<file path="src/hw/rtl/e2c_pkg.sv">
// ----------------------------------------------------------------------------
// e2c_pkg: shared types and constants for the epoch to calendar converter
// Sequencer states, subtractor result type and the month length table.
// ----------------------------------------------------------------------------
package e2c_pkg;

	localparam int unsigned DATA_W      = 32;
	localparam int unsigned OUT_DATA_W  = 40;
	localparam int unsigned SECS_DAY    = 86400;
	localparam int unsigned SECS_HOUR   = 3600;
	localparam int unsigned SECS_MIN    = 60;
	localparam int unsigned DAYS_COMMON = 365;
	localparam int unsigned FIRST_YEAR  = 1970;
	localparam int unsigned LAST_YEAR   = 2106;
	localparam int unsigned LAST_MONTH  = 12;

	localparam logic [3:0] DAY_STEP_TOP  = 4'd15;
	localparam logic [3:0] HOUR_STEP_TOP = 4'd4;
	localparam logic [3:0] MIN_STEP_TOP  = 4'd5;

	typedef enum logic [2:0] {
		ST_IDLE,
		ST_DAY,
		ST_HOUR,
		ST_MIN,
		ST_YEAR,
		ST_MONTH,
		ST_FINISH
	} state_t;

	typedef struct packed {
		logic        ge;
		logic [31:0] diff;
	} sub_res_t;

	function automatic logic [4:0] month_days(input logic [3:0] m, input logic leap);
		logic [4:0] d;
		case (m)
			4'd1, 4'd3, 4'd5, 4'd7, 4'd8, 4'd10, 4'd12: d = 5'd31;
			4'd4, 4'd6, 4'd9, 4'd11:                    d = 5'd30;
			4'd2:                                       d = leap ? 5'd29 : 5'd28;
			default:                                    d = 5'd0;
		endcase
		return d;
	endfunction

endpackage

</file>
<file path="src/hw/rtl/epoch_seconds_to_calendar.sv">
// ----------------------------------------------------------------------------
// epoch_seconds_to_calendar: seconds since 1970 to calendar date and time
// Converts a 32-bit epoch count into year, month, day, hour, minute, second.
// ----------------------------------------------------------------------------
// A word is loaded at the accepting edge, then takes 16 restoring steps for the
// day split, 5 for hours, 6 for minutes, one step per year past 1970 plus one
// closing compare (up to 137), 1 to 12 month steps and a finish state that
// loads the result into the output register, waiting there while the last
// result has not yet been taken. The input is ready again once the finish
// state has handed over the result. Every step runs through the single 32-bit
// subtract and compare unit, so the year walk sets the length. The input is not
// ready while a conversion is in progress; the result sits in an output
// register, so the next word may be accepted while it waits. Any year whose two
// low bits are zero is leap, 2100 included.
module epoch_seconds_to_calendar import e2c_pkg::*; (
	input  logic                  clk,
	input  logic                  arst_n,
	input  logic                  s_tvalid,
	output logic                  s_tready,
	input  logic [DATA_W-1:0]     s_tdata,  // [31:0] seconds_since_epoch
	output logic                  m_tvalid,
	input  logic                  m_tready,
	output logic [OUT_DATA_W-1:0] m_tdata   // [11:0] year, [15:12] month,
	                                        // [20:16] day_of_month, [25:21] hour,
	                                        // [31:26] minute, [37:32] second_of_minute,
	                                        // [39:38] zero
);

	state_t      state_q, state_d;
	logic [3:0]  cnt_q;
	logic [31:0] acc_q;
	logic [15:0] quot_q;
	logic [4:0]  hour_q;
	logic [5:0]  minute_q;
	logic [5:0]  second_q;
	logic [11:0] year_q;
	logic [3:0]  month_q;
	logic        out_valid_q;
	logic [OUT_DATA_W-1:0] out_data_q;

	logic [31:0] operand;
	logic [31:0] acc_next;
	logic        leap;
	sub_res_t    res;

	assign leap = (year_q[1:0] == 2'b00);

	always_comb begin
		unique case (state_q)
			ST_DAY:   operand = 32'(SECS_DAY) << cnt_q;
			ST_HOUR:  operand = 32'(SECS_HOUR) << cnt_q;
			ST_MIN:   operand = 32'(SECS_MIN) << cnt_q;
			ST_YEAR:  operand = leap ? 32'(DAYS_COMMON + 1) : 32'(DAYS_COMMON);
			ST_MONTH: operand = 32'(month_days(month_q, leap));
			default:  operand = '0;
		endcase
	end

	e2c_sub u_sub (
		.a   (acc_q),
		.b   (operand),
		.res (res)
	);

	assign acc_next = res.ge ? res.diff : acc_q;

	always_comb begin
		state_d = state_q;
		unique case (state_q)
			ST_IDLE:   if (s_tvalid) state_d = ST_DAY;
			ST_DAY:    if (cnt_q == '0) state_d = ST_HOUR;
			ST_HOUR:   if (cnt_q == '0) state_d = ST_MIN;
			ST_MIN:    if (cnt_q == '0) state_d = ST_YEAR;
			ST_YEAR:   if (!res.ge) state_d = ST_MONTH;
			ST_MONTH:  if (!(month_q < 4'(LAST_MONTH) && res.ge)) state_d = ST_FINISH;
			ST_FINISH: if (!out_valid_q || m_tready) state_d = ST_IDLE;
			default:   state_d = ST_IDLE;
		endcase
	end

	always_ff @(posedge clk or negedge arst_n) begin
		if (!arst_n) begin
			state_q <= ST_IDLE;
		end else begin
			state_q <= state_d;
		end
	end

	always_ff @(posedge clk or negedge arst_n) begin
		if (!arst_n) begin
			cnt_q       <= '0;
			year_q      <= 12'(FIRST_YEAR);
			month_q     <= 4'd1;
			out_valid_q <= 1'b0;
		end else begin
			case (state_q)
				ST_IDLE: begin
					cnt_q   <= DAY_STEP_TOP;
					year_q  <= 12'(FIRST_YEAR);
					month_q <= 4'd1;
				end
				ST_DAY:  cnt_q <= (cnt_q == '0) ? HOUR_STEP_TOP : cnt_q - 4'd1;
				ST_HOUR: cnt_q <= (cnt_q == '0) ? MIN_STEP_TOP : cnt_q - 4'd1;
				ST_MIN:  cnt_q <= (cnt_q == '0) ? '0 : cnt_q - 4'd1;
				ST_YEAR: if (res.ge) year_q <= year_q + 12'd1;
				ST_MONTH: begin
					if (month_q < 4'(LAST_MONTH) && res.ge) month_q <= month_q + 4'd1;
				end
				default: ;
			endcase
			if (state_q == ST_FINISH && (!out_valid_q || m_tready)) begin
				out_valid_q <= 1'b1;
			end else if (m_tready) begin
				out_valid_q <= 1'b0;
			end
		end
	end

	always_ff @(posedge clk) begin
		case (state_q)
			ST_IDLE: begin
				acc_q    <= s_tdata;
				quot_q   <= '0;
				hour_q   <= '0;
				minute_q <= '0;
			end
			ST_DAY: begin
				acc_q         <= acc_next;
				quot_q[cnt_q] <= res.ge;
			end
			ST_HOUR: begin
				acc_q              <= acc_next;
				hour_q[cnt_q[2:0]] <= res.ge;
			end
			ST_MIN: begin
				minute_q[cnt_q[2:0]] <= res.ge;
				if (cnt_q == '0) begin
					second_q <= acc_next[5:0];
					acc_q    <= {16'd0, quot_q};
				end else begin
					acc_q <= acc_next;
				end
			end
			ST_YEAR: acc_q <= acc_next;
			ST_MONTH: begin
				if (month_q < 4'(LAST_MONTH)) acc_q <= acc_next;
			end
			ST_FINISH: begin
				if (!out_valid_q || m_tready) begin
					out_data_q <= {2'b00, second_q, minute_q, hour_q,
						acc_q[4:0] + 5'd1, month_q, year_q};
				end
			end
			default: ;
		endcase
	end

	assign s_tready = (state_q == ST_IDLE);
	assign m_tvalid = out_valid_q;
	assign m_tdata  = out_data_q;

	a_month_range: assert property (@(posedge clk) disable iff (!arst_n)
		month_q >= 4'd1 && month_q <= 4'(LAST_MONTH))
		else $error("month counter out of range");

	a_year_range: assert property (@(posedge clk) disable iff (!arst_n)
		year_q >= 12'(FIRST_YEAR) && year_q <= 12'(LAST_YEAR))
		else $error("year counter out of range");

	a_hour_rem: assert property (@(posedge clk) disable iff (!arst_n)
		state_q == ST_HOUR |-> acc_q < 32'(SECS_DAY))
		else $error("day split left remainder too large");

	a_month_days: assert property (@(posedge clk) disable iff (!arst_n)
		state_q == ST_MONTH |-> acc_q < 32'(DAYS_COMMON + 1))
		else $error("day count beyond one year in month walk");

	a_finish_next: assert property (@(posedge clk) disable iff (!arst_n)
		state_q == ST_FINISH && m_tready |=> m_tvalid && state_q == ST_IDLE)
		else $error("finished result not loaded");

endmodule

</file>
<file path="src/hw/rtl/e2c_sub.sv">
// ----------------------------------------------------------------------------
// e2c_sub: shared subtract and compare unit
// Gives a minus b and whether a is at least b, for unsigned 32-bit words.
// ----------------------------------------------------------------------------
module e2c_sub import e2c_pkg::*; (
	input  logic [31:0] a,
	input  logic [31:0] b,
	output sub_res_t    res
);

	logic [32:0] wide;

	assign wide     = {1'b0, a} - {1'b0, b};
	assign res.ge   = ~wide[32];
	assign res.diff = wide[31:0];

endmodule
</file>
<file path="config.mk">
export PLATFORM = sky130hd
export DESIGN_NAME = epoch_seconds_to_calendar
export DESIGN_NICKNAME = d
export VERILOG_FILES = /design/src/hw/rtl/e2c_pkg.sv /design/src/hw/rtl/epoch_seconds_to_calendar.sv /design/src/hw/rtl/e2c_sub.sv
export SDC_FILE = /design/constraint.sdc
export NUM_CORES = 1
export LEC_CHECK = 0
export ABC_CLOCK_PERIOD_IN_PS = 4200
export BUFFER_PORTS_ARGS = -buffer_cell sky130_fd_sc_hd__buf_2
export CORE_ASPECT_RATIO = 1.1
export CORE_MARGIN = 2
export CORE_UTILIZATION = 25
export CTS_CLUSTER_DIAMETER = 50
export CTS_CLUSTER_SIZE = 30
export DETAILED_ROUTE_END_ITERATION = 8
export GPL_ROUTABILITY_DRIVEN = 0
export PLACE_DENSITY = 0.41
export SYNTH_ARGS = -nofsm -noshare
export SYNTH_HDL_FRONTEND = slang
export SYNTH_SLANG_ARGS = --single-unit
export TNS_END_PERCENT = 10
</file>
<file path="constraint.sdc">
create_clock -name clk -period 4.2 [get_ports clk]
set_input_delay 0.84 -clock clk [delete_from_list [all_inputs] [get_ports clk]]
set_output_delay 0.84 -clock clk [all_outputs]
set_load 0.01 [all_outputs]
</file>
==> results of run 1 <==
sequential cells by signal (all words and copies together) (netlist names):
register  flops
m_tdata      38
acc_q        32
quot_q       16
year_q       12
minute_q      6
second_q      6
hour_q        5
cnt_q         4
month_q       4
state_q       3
m_tvalid      1
cells by family (layout without fill, tap and decap cells):
kind of cell	after synthesis	in the layout
AO/OA/AOI/OAI	272	272
XOR/XNOR	37	37
adder cells (fa/ha/maj)	44	44
buffers and inverters	71	267
flip-flops	127	127
multiplexers	14	14
other	1	2
AND/OR/NAND/NOR	325	325
per-layer routing:
| metal | up-vias | part of all wire | track usage |
|---|---|---|---|
| li1 | 3690 | - | - |
| met1 | 3593 | 0.47 | 0.216 |
| met2 | 149 | 0.48 | 0.256 |
| met3 | 19 | 0.033 | 0.0216 |
| met4 | 0 | 0.012 | 0.0367 |
| met5 | - | 0 | 0 |
worst max-delay path: cells and delay by family, from the launching register on:
kind	cells	cell delay (ps)
adders and majority gates	2	480
buffers and inverters	3	430
AOI/OAI and AO/OA	10	2200
and+or+nand+nor	3	370
DFF	1	410
stage by stage:
stage / setup TNS (ps) / area (um2) / utilization / setup WS [ps]
after floorplan: 0 / 8320 / - / 306
after global placement: -6910 / 10000 / 0.304 / -188
after detailed placement: -9360 / 10000 / 0.304 / -232
after CTS: -5.80 / 10800 / 0.326 / -4.61
after global routing: -3470 / 11100 / 0.336 / -140
final: 0 / 11100 / 0.336 / 86.3
power breakdown:
| group | leakage [nW] | switching (W) | internal, W | total [W] |
|---|---|---|---|---|
| Combinational | 2.88 | 0.0000119 | 0.0000118 | 0.0000237 |
| Clock | 0.291 | 0.000620 | 0.000942 | 0.00156 |
| Sequential | 1.28 | 0.0000000000000000000170 | 0.00134 | 0.00134 |
| Total | 4.46 | 0.000632 | 0.00230 | 0.00293 |
cell type report:
| cell class | instances | area, um2 | area share |
|---|---|---|---|
| clock buffer | 17 | 425 | 0.0383 |
| clock inverter | 15 | 184 | 0.0166 |
| inverter | 19 | 75.1 | 0.00676 |
| multi-input combinational | 694 | 4600 | 0.414 |
| sequential | 127 | 3710 | 0.334 |
| tap | 432 | 541 | 0.0487 |
| timing repair buffer | 216 | 1570 | 0.142 |
cell usage after synthesis, types with 16 or more instances:
cell type and instances:
sky130_fd_sc_hd__a21oi_1 74, sky130_fd_sc_hd__dfrtp_1 16, sky130_fd_sc_hd__ha_1 43, sky130_fd_sc_hd__nand2_1 119
sky130_fd_sc_hd__xnor2_1 23, sky130_fd_sc_hd__clkbuf_1 30, sky130_fd_sc_hd__nor3_1 27, sky130_fd_sc_hd__nand2b_1 16
sky130_fd_sc_hd__nand3_1 31, sky130_fd_sc_hd__nor2_1 71, sky130_fd_sc_hd__o21ai_0 60, sky130_fd_sc_hd__inv_1 17
sky130_fd_sc_hd__o21ai_1 22, sky130_fd_sc_hd__edfxtp_1 103
repair_timing:
item	CTS	global route
hold endpoints to repair	0	0
gates resized for setup	18	68
setup buffers	5	4
setup endpoints to repair	75	69
pin swaps	5	15
cloned	0	1
how the worst max path moves through the flow:
| stage | to | slack [ps] |
|---|---|---|
| finish | acc_q[29]$_DFFE_PP_ | 90 |
| global route | acc_q[11]$_DFFE_PP_ | -140 |
| CTS | acc_q[1]$_DFFE_PP_ | -5 |
| detailed placement | acc_q[13]$_DFFE_PP_ | -230 |
| global placement | acc_q[3]$_DFFE_PP_ | -190 |
| floorplan | acc_q[3]$_DFFE_PP_ | 310 |
==> summary.md, run 1 <==
| Metric | Value |
|---|---|
| Result of the run | finished clean |
| DR vias | roughly 7500 |
| Final critical delay including setup and external delays | roughly 4100 ps |
| Number of inserted filler cells in the final layout | between 3000 and 4000 |
| Area overhead of the layout relative to synthesis | 33.6% |
| CTS H-Tree Depth | 4 |
| Die area | around 35000 um2 |
| Clock Skew | 19.0 ps |
| Arr. time, crit path | about 4300 ps |
| Startpoint type of the worst setup path | register |
| Global router's overall resource usage | 0.156 |
| Power Dens Cells | around 260 nW/um2 |
| Top cell by count, worst path | sky130_fd_sc_hd__buf_6 |
| Startpoint-to-endpoint class of the critical path | register to register |
| Arithmetic-cell share of the synthesized area counting full adders, half adders and majority gates | 0.0671 |
| CTS tree | built |
| Count of warnings emitted by yosys | 0 |
| Logic depth of the worst register-to-register path | 18 |
| Leading cell type in the layout, fill and taps excluded | sky130_fd_sc_hd__buf_4 |
| Prevailing post-synth register cell | sky130_fd_sc_hd__edfxtp_1 |
| Commonest cells after routing, fill and taps aside | sky130_fd_sc_hd__buf_4 (125), sky130_fd_sc_hd__nand2_1 (115), sky130_fd_sc_hd__edfxtp_1 (103), sky130_fd_sc_hd__buf_2 (75), sky130_fd_sc_hd__nor2_1 (67) |
| Number of distinct standard cells referenced by the synthesized netlist | 72 |
| Average cell area after synthesis | ~9.3 um2 |
| Multiplexer fraction of the synthesized cell area | 0.0178 |
| Final standard cell count with taps included and fillers excluded | ~1500 |
| Vert. Die Dim | between 150 and 200 um |
| Routed wire per std cell | around 17 um |
| Ys async rst share | 0.189 |
| Final #Nets | approximately 1200 |
| Vias in the first global route | about 7200 |
| Initial core utilization | 0.252 |
| Post-Synthesis Cells | 891 |
| Critical Path End Type | register |
| Combinational family with the most area after synthesis | compound AO/OA/AOI/OAI gates |
| Max-cap violation count | 0 |
| Share of final-layout standard cells stronger than drive strength 1 | 0.310 |
| Hold slack | 412 ps |
| Endpoints failing hold | 0 |
| Area share of the largest cell type after synthesis | 0.372 |
| Maximum number of pins on one net before global-route repair | 39 |
| Worst slew margin | 0.515 |
| Number of cell rows | 70 |
| Number of CTS-inserted buffers | 17 |
| Number of max-slew violations in the final report | 0 |
| Portion of the clock cycle consumed by the worst path in the final layout | 0.979 |
| Max incr delay on CP | around 410 ps |
| Quantity of hold-fixing buffers added after cts | 0 |
| Root buffer selected by CTS | sky130_fd_sc_hd__clkbuf_16 |
| Slew at the pin closest to its max-slew limit | 726 ps |
| Yosys top cell by area | sky130_fd_sc_hd__edfxtp_1 |
| Iter 0 DRT Violations | 487 |
| Global-route wire length before repair | about 42 mm |
| End of the worst register-to-register path | acc_q[29]$_DFFE_PP_ |
| R2R Setup Slk | about 86 ps |
| Critical Path RT | 4380 ps |
| Launch point of the worst path | month_q[1]$_DFFE_PN0P_ |
| Initial antenna violation count | 0 |
| Deepest clock path buffer count | 2 |
| Number of enable flip-flop cells after synthesis | ~100 |
| Detail Route Antenna Nets | 0 |
| Number of design rule violations left after detail routing | 0 |
| Unrepaired setup endpoints after global routing | true |
| Main area contributors after synthesis | sky130_fd_sc_hd__edfxtp_1 (37%), sky130_fd_sc_hd__ha_1 (6.5%), sky130_fd_sc_hd__nand2_1 (5.4%) |
| Simple-Gate Fraction of Synth Area | 0.185 |
| Count of buffers from port buffering | between 70 and 80 |
| Routed vias/inst | between 4 and 5 |
| Sequential cell area fraction in the yosys report | 0.446 |
| Routed wire length | around 27 mm |
| Max Clk Rate | about 240 MHz |
| Origin of the critical flop-to-flop path | month_q[1]$_DFFE_PN0P_ |
| Clock-pin slew of the registers on the worst-case setup and hold paths | 70 ps |
| Clk Latency, worst-skew pair | ~430 ps |
| Clock net sink count | roughly 130 |
| Total congestion overflow after global routing | 0 |
| Area share of xor/xnor cells in the synthesized design | 0.0390 |
| Compound-Gate Fraction of Synth Area | 0.206 |
| Number of diodes added for antenna fixing | 0 |
| Synth Cell Area | a little over 8000 um2 |
| Crit-path cells | ha_2 -> buf_6 -> o31a_1 -> o221ai_4 -> o31ai_4 -> nand2b_4 -> a21oi_2 -> ha_1 -> nor2_2 -> a211oi_4 -> o41a_1 -> o21ai_2 -> a21oi_4 -> buf_6 -> o21ai_4 -> buf_4 -> nor3_1 -> a211o_1 |
| Post-layout total power | just under 0.003 W |
| Total leakage power | ~4.5 nW |
| Peak fanout along the critical path | 5 |
| Worst hold path class | input pin to async pin |
| Finish-stage setup viols | 0 |
| Slowest library cell on the worst path | sky130_fd_sc_hd__dfrtp_1 |
| Area of the core | around 33000 um2 |
| Number of detailed-routing iterations run before antenna repair | 5 |
| Instance count after placement with tap cells included | 1478 |
| Count of boundary I/O pins | 78 |
| Die width | around 180 um |
| Maximum ir drop on the vdd rail | a little under 0.0002 V |
| Half-perimeter wire length after placement | 19.8 mm |
| #FFs+latches synth | roughly 130 |
(Power assumes the default switching activity.)
==> inputs of run 2 (changes only) <==
--- a/config.mk
+++ b/config.mk
@@ -5,6 +5,7 @@
 export SDC_FILE = /design/constraint.sdc
 export NUM_CORES = 1
 export LEC_CHECK = 0
+export ABC_AREA = 1
 export ABC_CLOCK_PERIOD_IN_PS = 4200
 export BUFFER_PORTS_ARGS = -buffer_cell sky130_fd_sc_hd__buf_2
 export CORE_ASPECT_RATIO = 1.1
@@ -14,8 +15,10 @@
 export CTS_CLUSTER_SIZE = 30
 export DETAILED_ROUTE_END_ITERATION = 8
 export GPL_ROUTABILITY_DRIVEN = 0
-export PLACE_DENSITY = 0.41
+export PLACE_DENSITY = 0.4
+export SKIP_CTS_REPAIR_TIMING = 1
 export SYNTH_ARGS = -nofsm -noshare
 export SYNTH_HDL_FRONTEND = slang
+export SYNTH_HIERARCHICAL = 1
 export SYNTH_SLANG_ARGS = --single-unit
 export TNS_END_PERCENT = 10
==> run 2 against run 1 <==
  * Area after synthesis grew 15%
  * Count of clock-buffer cells in the layout is 1 higher
  * Maximum frequency increased by 5.0%
  * Largest cell class unchanged
==> summary.md, run 2 <==
| Metric | Value |
|---|---|
| Result of the run | finished clean |
| Final #Nets | 1551 (+34%) |
| Vert. Die Dim | 209 um (+7.2%) |
| Count of buffers from port buffering | 75 (unchanged) |
| Worst slew margin | 0.314 (-0.201) |
| Commonest cells in the synthesized netlist | sky130_fd_sc_hd__nand2_1 (510), sky130_fd_sc_hd__inv_1 (209), sky130_fd_sc_hd__nand3_1 (132) |
| #FFs+latches synth | 127 (unchanged) |
| Detail Route Antenna Nets | 0 (unchanged) |
| Number of cell rows | 75 (+7.1%) |
| Number of CTS-inserted buffers | 17 (unchanged) |
| Vias in the first global route | 8947 (+25%) |
| Number of enable flip-flop cells after synthesis | 103 (unchanged) |
| Leading cell type in the layout, fill and taps excluded | sky130_fd_sc_hd__nand2_1 |
| Slowest library cell on the worst path | sky130_fd_sc_hd__dfrtp_1 |
| DR vias | 8929 (+20%) |
| Root buffer selected by CTS | sky130_fd_sc_hd__clkbuf_16 |
| Final critical delay including setup and external delays | 3920 ps (-195 ps) |
| Count of boundary I/O pins | 78 (unchanged) |
| Endpoints failing hold | 0 (unchanged) |
| Number of max-slew violations in the final report | 0 (unchanged) |
| Critical Path RT | 4370 ps (about the same) |
| Main area contributors after synthesis | sky130_fd_sc_hd__edfxtp_1 (32%), sky130_fd_sc_hd__nand2_1 (20%), sky130_fd_sc_hd__inv_1 (8.2%) |
| Clock-pin slew of the registers on the worst-case setup and hold paths | 70 ps (about the same) |
| Yosys top cell by area | sky130_fd_sc_hd__edfxtp_1 |
| Max Clk Rate | 255 MHz (+5.0%) |
| Peak fanout along the critical path | 13 (+8) |
| Max incr delay on CP | 510 ps (+100 ps) |
| Die area | 39900 um2 (+15%) |
| Global router's overall resource usage | 0.169 (+0.0126) |
| Ys async rst share | 0.189 (unchanged) |
| Synth Cell Area | 9580 um2 (+15%) |
| Critical Path End Type | register |
| Post-Synthesis Cells | 1371 (+54%) |
| Largest register FFs | 38 (unchanged) |
| Number of diodes added for antenna fixing | 0 (unchanged) |
| Iter 0 DRT Violations | 556 (+14%) |
| Die width | 191 um (+7.2%) |
| Unrepaired setup endpoints after global routing | false |
| Initial core utilization | 0.252 (+0.000429) |
| Number of distinct standard cells referenced by the synthesized netlist | 43 (-40%) |
| Prevailing post-synth register cell | sky130_fd_sc_hd__edfxtp_1 |
| CTS H-Tree Depth | 4 (unchanged) |
| Crit-path cells | nor2_2 -> inv_2 -> nor2_1 -> nand3_1 -> nand2_1 -> inv_1 -> ha_1 -> nand2_1 -> inv_1 -> nand2_1 -> nand2_1 -> nand2_1 -> nand3_1 -> nor2_2 -> o21ai_4 -> buf_12 -> clkbuf_16 -> o21ai_0 -> nand2_1 -> o211ai_1 -> o211ai_1 |
| Sequential cell area fraction in the yosys report | 0.387 (-0.0591) |
| Maximum number of pins on one net before global-route repair | 39 (unchanged) |
| Routed wire per std cell | 16.4 um (-5.9%) |
| Clk Latency, worst-skew pair | 440 ps (about the same) |
| Share of final-layout standard cells stronger than drive strength 1 | 0.144 (-0.166) |
| Clock Skew | 16.6 ps (-2.40 ps) |
| Total congestion overflow after global routing | 0 (unchanged) |
| Sequential standard cell area | 3700 um2 (about the same) |
| Total Negative Setup Slacks | 0 ps (unchanged) |
| Clock net sink count | 127 (unchanged) |
| Count of warnings emitted by yosys | 6 (+6) |
| Most used standard cell by instance count after synthesis | sky130_fd_sc_hd__nand2_1 |
| Worst hold path class | input pin to async pin |
| Max-cap violation count | 0 (unchanged) |
| Number of inserted filler cells in the final layout | 4303 (+24%) |
| Area of the core | 38000 um2 (+15%) |
| Portion of the clock cycle consumed by the worst path in the final layout | 0.933 (-0.0465) |
| Number of detailed-routing iterations run before antenna repair | 5 (unchanged) |
| CTS tree | built |
| Number of design rule violations left after detail routing | 0 (unchanged) |
| Average cell area after synthesis | 6.99 um2 (-25%) |
| Startpoint-to-endpoint class of the critical path | register to register |
| Commonest cells after routing, fill and taps aside | sky130_fd_sc_hd__nand2_1 (510), sky130_fd_sc_hd__inv_1 (209), sky130_fd_sc_hd__nand3_1 (130), sky130_fd_sc_hd__edfxtp_1 (103), sky130_fd_sc_hd__nor2_1 (85) |
| Area overhead of the layout relative to synthesis | 18.9% |
| Slew at the pin closest to its max-slew limit | 1030 ps (+301 ps) |
| Area share of the largest cell type after synthesis | 0.323 (-0.0494) |
| Finish-stage setup viols | 0 (unchanged) |
| Routed vias/inst | 4.49 (-8.4%) |
| Arr. time, crit path | 4090 ps (-200 ps) |
| Top cell by count, worst path | sky130_fd_sc_hd__nand2_1 |
| Half-perimeter wire length after placement | 25.2 mm (+27%) |
| Routed wire length | 32.7 mm (+23%) |
| Deepest clock path buffer count | 2 (unchanged) |
| Global-route wire length before repair | 50.9 mm (+22%) |
| Area used by multi-input combinational logic | 4870 um2 (+5.8%) |
| Initial antenna violation count | 0 (unchanged) |
| Startpoint type of the worst setup path | register |
==> run 2: worst paths after layout <==
path	startpoint	to	slack [ps]	cells past startpoint
min reg2reg	second_q[5]$_DFFE_PP_	m_tdata[37]$_DFFE_PP_	420	0
max reg2reg	cnt_q[1]$_DFFE_PN0P_	acc_q[10]$_DFFE_PP_	280	21
max in group asynchronous	arst_n	state_q[0]$_DFFE_PN0P_	3350	1
min	arst_n	state_q[0]$_DFFE_PN0P_	420	1
max	cnt_q[1]$_DFFE_PN0P_	acc_q[10]$_DFFE_PP_	280	21
min in group clk	second_q[5]$_DFFE_PP_	m_tdata[37]$_DFFE_PP_	420	0
==> run 2: cell type report <==
cell class              count  share of cell area
multi-input cells         989               0.427
flip-flops and latches    127               0.325
inverters                 218              0.0721
repair buffers            122              0.0680
well taps                 500              0.0549
clock buffers              18              0.0377
clock inverters            14              0.0147
==> run 2: kinds of logic after synthesis <==
kind of cell,share of synthesized area
flip-flops,0.387
buffers and inverters,0.112
other,0.000391
AO/OA/AOI/OAI,0.0847
XOR/XNOR,0.0183
AND/OR/NAND/NOR,0.345
adder cells (fa/ha/maj),0.0530
==> run 2: routing by layer <==
layer	GRT usage	vias up	part of all wire
met4	0.0478	0	0.022
met1	0.213	4140	0.46
li1	-	4582	-
met2	0.293	174	0.49
met5	0	-	0
met3	0.0298	33	0.035
==> run 2: through the flow <==
stage	instance area, um2	hold slack, ps	util	setup WS, ps	instances
global route	11400	431	0.300	7.24	1988
global placement	10600	403	0.280	121	1947
CTS	11200	409	0.296	114	1979
finish	11400	416	0.300	282	1988
floorplan	9590	400	-	811	1372
detailed placement	10600	405	0.280	169	1947
==> run 2: worst max-delay path, delay by kind of cell (launching register included) <==
family | cells | cell delay (ps)
buffers and inverters | 5 | 550
AND/OR/NAND/NOR | 11 | 1720
AO/OA/AOI/OAI | 4 | 550
flip-flops | 1 | 510
adder cells (fa/ha/maj) | 1 | 330
Power of run 2 is not shown: default switching activity piles up to over one toggle a cycle in this logic, so the estimate is an artifact.
==> inputs of run 3 (changes only) <==
--- a/config.mk
+++ b/config.mk
@@ -7,15 +7,15 @@
 export LEC_CHECK = 0
 export ABC_AREA = 1
 export ABC_CLOCK_PERIOD_IN_PS = 4200
-export BUFFER_PORTS_ARGS = -buffer_cell sky130_fd_sc_hd__buf_2
 export CORE_ASPECT_RATIO = 1.1
 export CORE_MARGIN = 2
 export CORE_UTILIZATION = 25
 export CTS_CLUSTER_DIAMETER = 50
 export CTS_CLUSTER_SIZE = 30
 export DETAILED_ROUTE_END_ITERATION = 8
+export DONT_BUFFER_PORTS = 1
 export GPL_ROUTABILITY_DRIVEN = 0
-export PLACE_DENSITY = 0.4
+export PLACE_DENSITY = 0.39
 export SKIP_CTS_REPAIR_TIMING = 1
 export SYNTH_ARGS = -nofsm -noshare
 export SYNTH_HDL_FRONTEND = slang
==> run 3 against run 2 <==
  * Sequential cell count stayed put
  * Clock skew is 2.2 ps higher
  * Count of clock-buffer cells in the layout is 3 higher
  * Maximum frequency hardly changed
  * Hold slack worse by 330 ps
  * Critical path type unchanged
  * Highest routed layer unchanged
==> summary.md, run 3 (synthesis results as in run 2) <==
| Metric | Value |
|---|---|
| Number of inserted filler cells in the final layout | 4187 (-2.7%) |
| Initial antenna violation count | 1 (+1) |
| Root buffer selected by CTS | sky130_fd_sc_hd__clkbuf_16 |
| Largest register FFs | 38 (unchanged) |
| Final Cell Area | 11000 um2 (-3.2%) |
| DR vias | 8625 (-3.4%) |
| Maximum number of pins on one net before global-route repair | 39 (unchanged) |
| Endpoints failing hold | 0 (unchanged) |
| Critical Path RT | 4340 ps (-30 ps) |
| Final #Nets | 1478 (-4.7%) |
| Vias in the first global route | 8334 (-6.9%) |
| Portion of the clock cycle consumed by the worst path in the final layout | 0.933 (about the same) |
| CTS H-Tree Depth | 4 (unchanged) |
| Total congestion overflow after global routing | 0 (unchanged) |
| CTS tree | built |
| Die width | 191 um (unchanged) |
| Number of max-slew violations in the final report | 0 (unchanged) |
| Worst hold path class | input pin to async pin |
| Number of design rule violations left after detail routing | 0 (unchanged) |
| Peak fanout along the critical path | 9 (-4) |
| Final setup margin | 280 ps (-1.96 ps) |
| Placement-stage worst setup slack | 200 ps (+31.4 ps) |
| Iter 0 DRT Violations | 558 (+0.36%) |
| Count of buffers from port buffering | 0 (-100%) |
| Startpoint type of the worst setup path | register |
| Max Clk Rate | 255 MHz (about the same) |
| Clk Latency, worst-skew pair | 440 ps (about the same) |
| Logic depth of the worst register-to-register path | 18 (-14%) |
| Clock Skew | 18.9 ps (+2.24 ps) |
| Routed wire per std cell | 16.9 um (+2.8%) |
| Global-route wire length before repair | 49.4 mm (-2.9%) |
| Hold slack | 88.0 ps (-328 ps) |
| Max-cap violation count | 0 (unchanged) |
| Slew at the pin closest to its max-slew limit | 1050 ps (+24.8 ps) |
| Routed vias/inst | 4.50 (+0.23%) |
| Area post-placement | 10300 um2 (-3.1%) |
| Critical Path End Type | register |
| Final critical delay including setup and external delays | 3920 ps (+1.96 ps) |
| Clock net sink count | 127 (unchanged) |
| Number of cell rows | 75 (unchanged) |
| Number of CTS-inserted buffers | 17 (unchanged) |
| Worst slew margin | 0.297 (-0.0166) |
| Leading cell type in the layout, fill and taps excluded | sky130_fd_sc_hd__nand2_1 |
| Vert. Die Dim | 209 um (unchanged) |
| Half-perimeter wire length after placement | 25.1 mm (-0.27%) |
| Count of boundary I/O pins | 78 (unchanged) |
| Arr. time, crit path | 4060 ps (-30 ps) |
| Result of the run | finished clean |
| Routed wire length | 32.4 mm (-0.91%) |
| Die area | 39900 um2 (unchanged) |
| Startpoint-to-endpoint class of the critical path | register to register |
| Finish-stage setup viols | 0 (unchanged) |
| Share of final-layout standard cells stronger than drive strength 1 | 0.100 (-0.0435) |
| Area of the core | 38000 um2 (unchanged) |
| Commonest cells after routing, fill and taps aside | sky130_fd_sc_hd__nand2_1 (510), sky130_fd_sc_hd__inv_1 (208), sky130_fd_sc_hd__nand3_1 (131), sky130_fd_sc_hd__edfxtp_1 (103), sky130_fd_sc_hd__nor2_1 (85) |
| Number of detailed-routing iterations run before antenna repair | 5 (unchanged) |
| Clock-pin slew of the registers on the worst-case setup and hold paths | 70 ps (about the same) |
| Detail Route Antenna Nets | 0 (unchanged) |
| Area overhead of the layout relative to synthesis | 15.0% |
| Deepest clock path buffer count | 2 (unchanged) |
| Initial core utilization | 0.252 (unchanged) |
| Global router's overall resource usage | 0.164 (-0.00441) |
==> run 3: final cells by class <==
| cell class | count | area [um2] | share of cell area |
|---|---|---|---|
| Inverter | 218 | 821 | 0.0745 |
| Multi-Input combinational cell | 989 | 4860 | 0.441 |
| Sequential cell | 127 | 3700 | 0.336 |
| Antenna cell | 1 | 2.50 | 0.000227 |
| Clock inverter | 11 | 118 | 0.0107 |
| Tap cell | 500 | 626 | 0.0568 |
| Clock buffer | 21 | 462 | 0.0419 |
| Timing Repair Buffer | 49 | 428 | 0.0388 |
==> run 3: critical path, stage by stage, from the launching register on <==
cell,delay [ps]
sky130_fd_sc_hd__dfrtp_1,550
sky130_fd_sc_hd__nand2_1,220
sky130_fd_sc_hd__a21oi_1,380
sky130_fd_sc_hd__o21ai_0,150
sky130_fd_sc_hd__nor2_1,230
sky130_fd_sc_hd__inv_1,70
sky130_fd_sc_hd__ha_1,360
sky130_fd_sc_hd__nand2_1,130
sky130_fd_sc_hd__nor2_1,170
sky130_fd_sc_hd__nand2_1,110
sky130_fd_sc_hd__a21oi_2,170
sky130_fd_sc_hd__nor2_2,80
sky130_fd_sc_hd__o21ai_4,340
sky130_fd_sc_hd__buf_12,190
sky130_fd_sc_hd__nand2_1,50
sky130_fd_sc_hd__o21ai_1,90
sky130_fd_sc_hd__nand2_1,70
sky130_fd_sc_hd__o211ai_1,90
sky130_fd_sc_hd__o211ai_1,160
==> run 3: layer usage <==
layer / routed length, um / part of all wire / GRT usage / vias to the layer above
met1: 15200 / 0.47 / 0.218 / 3955
met2: 15400 / 0.47 / 0.273 / 189
met4: 739 / 0.023 / 0.0572 / 0
li1: - / - / - / 4452
met3: 1090 / 0.034 / 0.0232 / 29
met5: 0 / 0 / 0 / -
==> run 3: final timing paths <==
path,start,to,slack [ps]
min in group clk,second_q[5]$_DFFE_PP_,m_tdata[37]$_DFFE_PP_,420
hold / removal,arst_n,state_q[1]$_DFFE_PN0P_,90
hold reg to reg,second_q[5]$_DFFE_PP_,m_tdata[37]$_DFFE_PP_,420
setup reg to reg,cnt_q[0]$_DFFE_PN0P_,acc_q[11]$_DFFE_PP_,280
max in group asynchronous,arst_n,month_q[0]$_DFFE_PN1P_,3920
setup / recovery,cnt_q[0]$_DFFE_PN0P_,acc_q[11]$_DFFE_PP_,280
==> run 3: per-stage QoR <==
stage / util / setup TNS (ps) / cells
finish: 0.290 / 0 / 1916
global route: 0.290 / -2.47 / 1916
CTS: 0.286 / 0 / 1908
detailed placement: 0.271 / 0 / 1876
global placement: 0.271 / 0 / 1876
floorplan: - / 0 / 1372
Power of run 3 is left out for the same reason.
